<file path="src/design/wcfp_pkg.sv">
// Shared constants, types and group decode function for the frame parser.
`default_nettype none

package wcfp_pkg;

    localparam int FRAME_LEN = 17;
    localparam int GROUPS    = 4;
    localparam int GROUP_LEN = 4;
    localparam int COUNT_W   = 5;
    localparam int FS_W      = 15;
    localparam int CMD_W     = 16;
    localparam int MAG_W     = 8;
    localparam int NUM_W     = 10;
    localparam int PROD_W    = MAG_W + FS_W;
    localparam int MODE_POS  = 16;

    localparam logic [7:0] CHAR_S     = 8'h53;
    localparam logic [7:0] CHAR_F     = 8'h46;
    localparam logic [7:0] CHAR_ZERO  = 8'h30;
    localparam logic [7:0] CHAR_ONE   = 8'h31;
    localparam logic [7:0] CHAR_PLUS  = 8'h2B;
    localparam logic [7:0] CHAR_MINUS = 8'h2D;

    localparam logic [NUM_W-1:0] MAG_LIMIT = 10'd255;

    localparam logic [FS_W-1:0] DUTY_FS_RESET    = 15'd32767;
    localparam logic [FS_W-1:0] CURRENT_FS_RESET = 15'd6000;

    // configuration register indexes
    localparam logic REG_DUTY_FS    = 1'b0;
    localparam logic REG_CURRENT_FS = 1'b1;

    typedef logic [FRAME_LEN-1:0][7:0] frame_t;

    typedef struct packed {
        frame_t             chars;
        logic [COUNT_W-1:0] count;
        logic               mode;
    } frame_view_t;

    typedef struct packed {
        logic [MAG_W-1:0] mag;
        logic             neg;
        logic             clip;
        logic             positive;
    } group_t;

    typedef struct packed {
        logic s2;
        logic s3;
        logic s4;
    } wcfp_adv_t;

    function automatic logic is_blank(input logic [7:0] c);
        return c inside {8'h20, [8'h09:8'h0D]};
    endfunction

    function automatic logic is_digit(input logic [7:0] c);
        return c inside {[CHAR_ZERO:8'h39]};
    endfunction

    // Sign char at base, then up to three number chars read like toInt.
    function automatic group_t decode_group(input frame_t chars,
                                            input logic [COUNT_W-1:0] cnt,
                                            input logic [COUNT_W-1:0] base,
                                            input logic positive_in);
        logic             positive;
        logic             in_digits;
        logic             done;
        logic             num_neg;
        logic [NUM_W-1:0] val;
        logic [7:0]       ch;
        logic [COUNT_W-1:0] idx;
        group_t           g;
        positive  = positive_in;
        in_digits = 1'b0;
        done      = 1'b0;
        num_neg   = 1'b0;
        val       = '0;
        if (base < cnt)
        begin
            ch = chars[base];
            if (ch == CHAR_ZERO)
                positive = 1'b0;
            else if (ch == CHAR_ONE)
                positive = 1'b1;
        end
        for (int i = 1; i < GROUP_LEN; i++)
        begin
            idx = base + COUNT_W'(i);
            ch  = chars[idx];
            if (!done)
            begin
                if (idx >= cnt)
                    done = 1'b1;
                else if (is_digit(ch))
                begin
                    val = (val << 3) + (val << 1) + {6'b0, ch[3:0]};
                    in_digits = 1'b1;
                end
                else if (in_digits)
                    done = 1'b1;
                else if (ch == CHAR_PLUS || ch == CHAR_MINUS)
                begin
                    num_neg   = (ch == CHAR_MINUS);
                    in_digits = 1'b1;
                end
                else if (!is_blank(ch))
                    done = 1'b1;
            end
        end
        g.positive = positive;
        g.neg      = (val != '0) && (positive == num_neg);
        g.clip     = (val > MAG_LIMIT);
        g.mag      = g.clip ? MAG_LIMIT[MAG_W-1:0] : val[MAG_W-1:0];
        return g;
    endfunction

endpackage

`default_nettype wire

</file>
<file path="src/design/wcfp_collector.sv">
// Frame collection: start/stop control, character buffer and torque mode.
`default_nettype none

module wcfp_collector (
    input  wire logic                 clk,
    input  wire logic                 rst_n,
    input  wire logic                 accept,
    input  wire logic [7:0]           rx_byte,
    output wcfp_pkg::frame_view_t     view
);
    import wcfp_pkg::*;

    logic               collecting_reg, collecting_next;
    logic [COUNT_W-1:0] count_reg, count_next;
    logic               mode_reg, mode_next;
    frame_t             chars_reg;
    logic               is_start, is_end, store;
    logic               frame_mode;

    assign is_start = accept && (rx_byte == CHAR_S);
    assign is_end   = accept && (rx_byte == CHAR_F);
    assign store    = accept && !is_start && !is_end && collecting_reg
                      && (count_reg < COUNT_W'(FRAME_LEN));

    // mode char only counts once the frame holds position 16
    always_comb
    begin
        frame_mode = mode_reg;
        if (count_reg > COUNT_W'(MODE_POS))
        begin
            if (chars_reg[MODE_POS] == CHAR_ZERO)
                frame_mode = 1'b0;
            else if (chars_reg[MODE_POS] == CHAR_ONE)
                frame_mode = 1'b1;
        end
    end

    always_comb
    begin
        collecting_next = collecting_reg;
        count_next      = count_reg;
        mode_next       = mode_reg;
        if (is_start)
        begin
            collecting_next = 1'b1;
            count_next      = '0;
        end
        else if (is_end)
        begin
            collecting_next = 1'b0;
            count_next      = '0;
            mode_next       = frame_mode;
        end
        else if (store)
            count_next = count_reg + 1'b1;
    end

    always_ff @(posedge clk or negedge rst_n)
    begin
        if (!rst_n)
        begin
            collecting_reg <= 1'b0;
            count_reg      <= '0;
            mode_reg       <= 1'b0;
        end
        else
        begin
            collecting_reg <= collecting_next;
            count_reg      <= count_next;
            mode_reg       <= mode_next;
        end
    end

    always_ff @(posedge clk)
    begin
        if (store)
            chars_reg[count_reg] <= rx_byte;
    end

    assign view.chars = chars_reg;
    assign view.count = count_reg;
    assign view.mode  = frame_mode;

endmodule

`default_nettype wire

</file>
<file path="src/design/wcfp_scale_lane.sv">
// One wheel lane: magnitude times full scale, divide by 255, apply sign.
`default_nettype none

module wcfp_scale_lane (
    input  wire logic                         clk,
    input  wire wcfp_pkg::wcfp_adv_t          adv,
    input  wire logic [wcfp_pkg::MAG_W-1:0]   mag,
    input  wire logic                         neg,
    input  wire logic [wcfp_pkg::FS_W-1:0]    fs,
    output logic signed [wcfp_pkg::CMD_W-1:0] cmd
);
    import wcfp_pkg::*;

    logic [PROD_W-1:0] prod_reg;
    logic              neg2_reg;
    logic [PROD_W-1:0] x3_reg;
    logic [CMD_W-1:0]  q1_reg, q1_next;
    logic              neg3_reg;
    logic [CMD_W-1:0]  cmd_reg, cmd_next;
    logic [PROD_W:0]   approx;
    logic [PROD_W:0]   q1_times;
    logic [PROD_W:0]   rem;
    logic [CMD_W-1:0]  quot;

    // x/255 ~ (x + x/256 + x/65536)/256, low by at most one
    assign approx  = {1'b0, prod_reg} + (PROD_W+1)'(prod_reg >> 8)
                     + (PROD_W+1)'(prod_reg >> 16);
    assign q1_next = approx[PROD_W:8];

    assign q1_times = {q1_reg[PROD_W-8:0], 8'b0} - (PROD_W+1)'(q1_reg);
    assign rem      = {1'b0, x3_reg} - q1_times;
    assign quot     = q1_reg + CMD_W'(rem >= (PROD_W+1)'(MAG_LIMIT));
    assign cmd_next = neg3_reg ? (CMD_W'(0) - quot) : quot;

    always_ff @(posedge clk)
    begin
        if (adv.s2)
        begin
            prod_reg <= PROD_W'(mag) * PROD_W'(fs);
            neg2_reg <= neg;
        end
        if (adv.s3)
        begin
            x3_reg   <= prod_reg;
            q1_reg   <= q1_next;
            neg3_reg <= neg2_reg;
        end
        if (adv.s4)
            cmd_reg <= cmd_next;
    end

    assign cmd = cmd_reg;

endmodule

`default_nettype wire

</file>
<file path="src/design/wheel_command_frame_parser_unit.sv">
// Top level of the wheel command frame parser.
//
// Input channel: in_valid/in_ready with rx_byte, one ASCII char per item.
// 'S' starts a frame, chars are buffered (up to 17), 'F' closes it and
// produces one result item, even with no frame open; others produce nothing.
// Output channel: out_valid/out_ready with torque_mode, four signed wheel
// commands and clipped.
// Throughput: one byte per cycle while in_ready is high. 'F' decodes at
// accept into a register, then each lane runs product, reciprocal estimate
// and correction stages; out_valid follows the correction stage register.
// When the receiver stalls the result holds and the pipeline fills;
// in_ready drops only once all four stages hold results, and is high
// whenever out_ready is high.
// Configuration: cfg_we/cfg_index/cfg_data writes a full scale at once;
// the user writes only while idle (unchecked). Reset clears frame state,
// mode (duty), pipeline valids, loads full scale resets. No clearing pass.
`default_nettype none

module wheel_command_frame_parser_unit (
    input  wire logic                         clk,
    input  wire logic                         rst_n,
    input  wire logic                         in_valid,
    output logic                              in_ready,
    input  wire logic [7:0]                   rx_byte,
    output logic                              out_valid,
    input  wire logic                         out_ready,
    output logic                              torque_mode,
    output logic signed [wcfp_pkg::CMD_W-1:0] left_front_cmd,
    output logic signed [wcfp_pkg::CMD_W-1:0] left_back_cmd,
    output logic signed [wcfp_pkg::CMD_W-1:0] right_back_cmd,
    output logic signed [wcfp_pkg::CMD_W-1:0] right_front_cmd,
    output logic                              clipped,
    input  wire logic                         cfg_we,
    input  wire logic                         cfg_index,
    input  wire logic [wcfp_pkg::FS_W-1:0]    cfg_data
);
    import wcfp_pkg::*;

    logic [FS_W-1:0]  duty_fs_reg, cur_fs_reg;
    frame_view_t      view;
    logic             accept;
    group_t           grp [GROUPS];
    logic             any_clip;
    logic             en1, en2, en3, en4;
    logic             v1_reg, v2_reg, v3_reg, v4_reg;
    logic             v1_next;
    logic [MAG_W-1:0] mag1_reg [GROUPS];
    logic             neg1_reg [GROUPS];
    logic [FS_W-1:0]  fs1_reg;
    logic             mode1_reg, mode2_reg, mode3_reg, mode4_reg;
    logic             clip1_reg, clip2_reg, clip3_reg, clip4_reg;
    wcfp_adv_t        adv;
    logic signed [CMD_W-1:0] lane_cmd [GROUPS];

    assign accept = in_valid && in_ready;

    always_ff @(posedge clk or negedge rst_n)
    begin
        if (!rst_n)
        begin
            duty_fs_reg <= DUTY_FS_RESET;
            cur_fs_reg  <= CURRENT_FS_RESET;
        end
        else if (cfg_we)
        begin
            case (cfg_index)
                REG_DUTY_FS:    duty_fs_reg <= cfg_data;
                REG_CURRENT_FS: cur_fs_reg  <= cfg_data;
                default:        ;
            endcase
        end
    end

    wcfp_collector u_collector (
        .clk     (clk),
        .rst_n   (rst_n),
        .accept  (accept),
        .rx_byte (rx_byte),
        .view    (view)
    );

    // sign carries from group to group
    always_comb
    begin
        logic positive;
        positive = 1'b1;
        any_clip = 1'b0;
        for (int g = 0; g < GROUPS; g++)
        begin
            grp[g]   = decode_group(view.chars, view.count,
                                    COUNT_W'(g * GROUP_LEN), positive);
            positive = grp[g].positive;
            any_clip = any_clip | grp[g].clip;
        end
    end

    assign en4 = !v4_reg || out_ready;
    assign en3 = !v3_reg || en4;
    assign en2 = !v2_reg || en3;
    assign en1 = !v1_reg || en2;
    assign in_ready = en1;

    assign adv.s2 = en2;
    assign adv.s3 = en3;
    assign adv.s4 = en4;

    assign v1_next = en1 ? (accept && (rx_byte == CHAR_F)) : v1_reg;

    always_ff @(posedge clk or negedge rst_n)
    begin
        if (!rst_n)
        begin
            v1_reg <= 1'b0;
            v2_reg <= 1'b0;
            v3_reg <= 1'b0;
            v4_reg <= 1'b0;
        end
        else
        begin
            v1_reg <= v1_next;
            if (en2)
                v2_reg <= v1_reg;
            if (en3)
                v3_reg <= v2_reg;
            if (en4)
                v4_reg <= v3_reg;
        end
    end

    always_ff @(posedge clk)
    begin
        if (en1)
        begin
            for (int g = 0; g < GROUPS; g++)
            begin
                mag1_reg[g] <= grp[g].mag;
                neg1_reg[g] <= grp[g].neg;
            end
            fs1_reg   <= view.mode ? cur_fs_reg : duty_fs_reg;
            mode1_reg <= view.mode;
            clip1_reg <= any_clip;
        end
        if (en2)
        begin
            mode2_reg <= mode1_reg;
            clip2_reg <= clip1_reg;
        end
        if (en3)
        begin
            mode3_reg <= mode2_reg;
            clip3_reg <= clip2_reg;
        end
        if (en4)
        begin
            mode4_reg <= mode3_reg;
            clip4_reg <= clip3_reg;
        end
    end

    for (genvar g = 0; g < GROUPS; g++)
    begin : g_lane
        wcfp_scale_lane u_lane (
            .clk (clk),
            .adv (adv),
            .mag (mag1_reg[g]),
            .neg (neg1_reg[g]),
            .fs  (fs1_reg),
            .cmd (lane_cmd[g])
        );
    end

    assign out_valid       = v4_reg;
    assign torque_mode     = mode4_reg;
    assign clipped         = clip4_reg;
    assign left_front_cmd  = lane_cmd[0];
    assign left_back_cmd   = lane_cmd[1];
    assign right_back_cmd  = lane_cmd[2];
    assign right_front_cmd = lane_cmd[3];

endmodule

`default_nettype wire

</file>
<file path="config.mk">
export PLATFORM = sky130hd
export DESIGN_NAME = wheel_command_frame_parser_unit
export DESIGN_NICKNAME = d
export VERILOG_FILES = /design/src/design/wcfp_pkg.sv /design/src/design/wcfp_collector.sv /design/src/design/wcfp_scale_lane.sv /design/src/design/wheel_command_frame_parser_unit.sv
export SDC_FILE = /design/constraint.sdc
export NUM_CORES = 2
export LEC_CHECK = 0
export ABC_AREA = 1
export BUFFER_PORTS_ARGS = -buffer_cell sky130_fd_sc_hd__buf_2
export CAP_MARGIN = 40
export CORE_MARGIN = 5
export CORE_UTILIZATION = 70
export DETAILED_ROUTE_END_ITERATION = 10
export PLACE_DENSITY = 0.88
export SKIP_CTS_REPAIR_TIMING = 1
export SLEW_MARGIN = 30
export SYNTH_ARGS = -nofsm -noshare
export SYNTH_HDL_FRONTEND = slang
export SYNTH_SLANG_ARGS = --single-unit
</file>
<file path="constraint.sdc">
create_clock -name clk -period 20.9 [get_ports clk]
set_clock_uncertainty 0.2 [all_clocks]
set_input_delay 2.09 -clock clk [delete_from_list [all_inputs] [get_ports clk]]
set_output_delay 2.09 -clock clk [all_outputs]
set_load 0.02 [all_outputs]
</file>
Yosys cells after proc, flatten, opt, wreduce, memory -nomap -nowiden. Memory sizes are Yosys's and may differ from the RTL's. A register that Yosys moved wholly into a read port is not among the register bits. Index checks and enable logic that the tools add are counted. Widths: inputs -> output; s select.

Add/subtract/negate cells: 41. Multiply operators: 4. $lt $le $gt $ge: 68. Eq/ne operators: 47. Multiplexer cells: 189. Bitwise logic cells: 5. Reduce and logical (&&, ||, !) cells: 71.

Operators by type and width (number): $eq 8x6->1 const B (41); $mux 10 (25); $mux 1 (142); $bwmux 136 (1); $add 23x15->24 (4); $add 24x7->24 (4); $ge 24x8->1 const B (4); $ge 8x6->1 const B (12); $le 8x6->1 const B (12); $sub 23x24->24 (4); $sub 24x16->24 (4); $mul 8x15->23 (4); $add 10x10->10 (8); $add 10x4->10 (8); $add 16x1->16 (4); $ge 8x4->1 const B (8); $le 8x4->1 const B (8); $mux 16 (4); $sub 1x16->16 const A (4); $demux 8 s5 (1); $gt 10x8->1 const B (4); $mux 8 (5); $reduce_bool 10->1 (4); $logic_and 1x1->1 (32); other kinds (24) (78).

Bits in registers: 516. Memory bits (writable): 36. Input bits: 29. Word-level logic and storage cells: 482. Memories kept: 2.

Memories: mag1_reg (depth 4, bits a word 8, rd ports 4, clocked after Yosys merged registers in 0, wr ports 4, RTL line wheel_command_frame_parser_unit.sv:47) `logic [MAG_W-1:0] mag1_reg [GROUPS];`; neg1_reg (depth 4, bits a word 1, rd ports 4, clocked after Yosys merged registers in 4, wr ports 4, RTL line wheel_command_frame_parser_unit.sv:48) `logic neg1_reg [GROUPS];`.

Depth between registers and ports, before layout.
Word-level depth: 18. Mapped depth: 36.

Modules after synthesis. A second synthesis with hierarchy kept.

Cell total of the unflattened synthesis: 6932. Area total of the unflattened synthesis: 55246.7 sq um.

Modules (own cells, without submodules): wcfp_scale_lane (g_lane[1].u_lane) (times used 1, cells an instance 1379, area an instance 10376.2 sq um, sequential area each 2402.3 sq um); wcfp_scale_lane (g_lane[2].u_lane) (times used 1, cells an instance 1339, area an instance 10267.3 sq um, sequential area each 2402.3 sq um); wcfp_scale_lane (g_lane[0].u_lane) (times used 1, cells an instance 1331, area an instance 10266.1 sq um, sequential area each 2402.3 sq um); wcfp_scale_lane (g_lane[3].u_lane) (times used 1, cells an instance 1307, area an instance 10082.2 sq um, sequential area each 2402.3 sq um); wheel_command_frame_parser_unit (times used 1, cells an instance 1289, area an instance 9126.3 sq um, sequential area each 2650.0 sq um); wcfp_collector (times used 1, cells an instance 287, area an instance 5128.7 sq um, sequential area each 4259.1 sq um).

Worst setup path after synthesis. Ideal clock, no wire load.

Path kind: input to output. Start point: input out_ready. End point: output in_ready. Arrival time: 7.345 ns. Setup slack: 11.265 ns. Stages on the path: 4. Buffers on the path: 0. Cells stage by stage: nor2_1 nand2_1 nor2_1 nand2_1.

Longest elaborated chain between the ends: 4.

Ends and longest elaborated chain: start, declared (RTL line wheel_command_frame_parser_unit.sv:26) `input wire logic out_ready,`; $logic_or 1x1->1 (RTL line wheel_command_frame_parser_unit.sv:97) `assign en4 = !v4_reg || out_ready;`; $logic_or 1x1->1 (RTL line wheel_command_frame_parser_unit.sv:98) `assign en3 = !v3_reg || en4;`; net en3 (RTL line wheel_command_frame_parser_unit.sv:44) `logic en1, en2, en3, en4;`; $logic_or 1x1->1 (RTL line wheel_command_frame_parser_unit.sv:99) `assign en2 = !v2_reg || en3;`; $logic_or 1x1->1 (RTL line wheel_command_frame_parser_unit.sv:100) `assign en1 = !v1_reg || en2;`; end, declared (RTL line wheel_command_frame_parser_unit.sv:23) `output logic in_ready,`.

The timed path passes the listed nets, and every way through them passes these cells.

Worst setup path after layout. Ends and elaborated chain as after synthesis.

==> results.md <==
- Final TNS setup: 0 ns
- Max Cap Violations: 0
- Dpl hpwl: 92200 um
- Port bufs: 96
- Worst Setup Start Kind: input port
- Leakage: 31.2 nW
- Max reg flops: 136
- Die footprint: 0.0801 mm^2
- CP peak stage delay: 0.45 ns
- Initial DRC count: 3626
- CP startpoint: out_ready
- Worst hold slack: 0.216 ns
- P per Cell Area: 47.0 mW/mm^2
- Period utilization: 30.6%
- Slew @ Worst Pin: 0.797 ns
- Gr ovfl total: 0
- Synth warn: 0
- Commonest non-fill, non-tap cell in the layout: nand2_1
- Final setup viols: 0
- Site row count: 100
- Reg2reg end: g_lane[1].u_lane.prod_reg[19]
- Worst-Skew Late Latency: 0.67 ns
- Largest net degree at the start of global routing: 65
- Unique masters post-synth: 66
- Total global-route track usage: 29.9%
- Yosys reg bits: 556
- Layout cells sized above 1: 5.49%
- DRT Pass-1 Iters: 5
- Clock tree buffer depth: 3
- Inserted Diodes: 0
- Initial Util: 70.3%
- Fin cells: 7284
- Worst hold path type: flip-flop to flip-flop
- Initial antenna violation count: 0
- Vias in the first global route: 42600
- Placed cell count: 7167
- Sink Count: 556
- Mapped Cells: 6175
- H-Tree Depth: 2
- Cts bufs inserted: 61
- CTS clk-pin slew, worst paths: 0.06 ns
- Post-synthesis sequential area ratio: 31.7%
- Core Box Area: 0.0742 mm^2
- # nets final: 7187
- Async set-reset flop share out of synthesis: 7.37%
- Critical Path End Type: primary output
- I/O Pins: 97
- Area delta synth->final: 6.78%
- Max Slew Vio Count: 0
- Worst r2r src: fs1_reg[2]
- CP Max Fanout: 56
- RSZ-0062 raised after global routing: false
- Chain of cells forming the critical path: buf_2, nor2_1, nand2_4, nor2_1, nand2_2, buf_4, buf_2
- Die W: 283 um
- DRC: 0
- Die Span Y: 283 um
- Synthesized area: 0.0521 mm^2
- Critical path required time: 18.61 ns
- Vias: 41600
- Crit Path Category: input port to primary output
- Commonest non-fill, non-tap cells in the layout: nand2_1 (1469), inv_1 (1267), edfxtp_1 (515)
- Max VDD drop: 87.8 uV
- Final hold vios: 0
- R2R setup slack: 15.21 ns
- Drt total wl: 120000 um
- Vias per Instance: 5.72
- Reg2Reg Depth: 19
- First-pass GRT wire length: 202000 um
- Minimum clock period: 6.40 ns
- Total Power: 2.62 mW
- Arrival @ worst endpoint: 4.11 ns
- Max frequency: 156 MHz
- Max stage delay cell, worst path: nor2_1
- Ys flop type: edfxtp_1
- Worst rel slew slack: 46.9%
- GP Congestion: 0.943
- Status: completed
- Clk root buf: clkbuf_16
- TritonCTS clock tree: done
- Critical path destination: in_ready
- Final ANT Viol Nets: 0
- Syn_area_per_cell: 8.44 um^2
- EDFF count, synth: 515
- Synth Net Count: 7098
- WL per Instance: 16.5 um
==> through the flow <==
stage,util [%],setup slack (ns),cell area (um^2)
global placement,72.2,14.56,53600
global route,75.0,14.34,55700
finish,75.0,14.50,55700
CTS,75.0,14.53,55600
detailed placement,72.3,14.55,53700
floorplan,-,11.26,52100
==> layer usage <==
metal,part of all wire (%),vias to the layer above,track usage (%)
li1,-,19900,-
met1,39,19500,38.0
met2,49,1801,52.2
met3,7.3,441,3.87
met4,4.5,0,12.5
met5,0,-,0
==> power breakdown <==
| group | internal (mW) | switching, mW | total, mW |
|---|---|---|---|
| registers | 1.23 | 0.0192 | 1.25 |
| logic | 0.102 | 0.231 | 0.333 |
| clock network | 0.573 | 0.465 | 1.04 |
==> cell usage after synthesis (all sizes together) (2+ instances only) <==
master   number  area share [%]
a211oi        2           0.029
a21boi       10            0.17
a21o         24            0.35
a21oi       312             3.0
a221oi        3           0.050
a31oi        15            0.18
and2          7           0.084
and3          3           0.036
buf           8            0.15
clkbuf       89            0.64
clkinv        5           0.038
dfrtp        19            0.91
dfstp        22             1.1
edfxtp      515              30
fa          382              15
ha          512              12
inv        1284             9.2
nand2      1502              11
nand3       253             2.5
nand3b       25            0.36
nand4       109             1.3
nor2        395             3.1
nor3         69            0.71
nor3b         3           0.053
nor4         19            0.24
o2111ai       2           0.034
o211ai       10            0.14
o21a          6           0.086
o21ai       249             2.4
o21bai       12            0.17
o22ai         3           0.036
o31ai        14            0.20
or2          12            0.14
xnor2        94             1.6
xor2        180             3.0
==> worst min-delay path by stage <==
stage | start | end | cells past startpoint
2_1_floorplan | clip1_reg | clip2_reg | 0
3_3_place_gp | mode1_reg | mode2_reg | 0
3_5_place_dp | g_lane[2].u_lane.neg2_reg | g_lane[2].u_lane.neg3_reg | 0
4_1_cts | mode3_reg | torque_mode | 0
5_1_grt | mode3_reg | torque_mode | 0
6_report | g_lane[2].u_lane.neg2_reg | g_lane[2].u_lane.neg3_reg | 0
==> cells by family (layout without fill, tap and decap cells) <==
| group | count (synthesis) | after routing | synth area share, % |
|---|---|---|---|
| simple gates | 2400 | 2400 | 19.7 |
| buf+inv | 1386 | 1526 | 10.1 |
| fa+ha+maj | 894 | 894 | 27.0 |
| compound gates | 665 | 665 | 6.97 |
| flops | 556 | 556 | 31.7 |
| xor+xnor | 274 | 274 | 4.60 |
==> cell type report <==
| cell class | instances | area [um^2] |
|---|---|---|
| Multi-Input combinational cell | 4233 | 30400 |
| Fill cell | 5004 | 18500 |
| Sequential cell | 556 | 16500 |
| Inverter | 1289 | 4850 |
| Clock buffer | 72 | 1590 |
| Tap cell | 969 | 1210 |
| Timing Repair Buffer | 123 | 763 |
| Clock inverter | 42 | 362 |
==> critical path: cells and delay by family <==
kind                   cells  cell delay, ns
and+or+nand+nor            4            1.22
buffers and inverters      3            0.76
No activity file was read; power rests on OpenSTA's default activity.
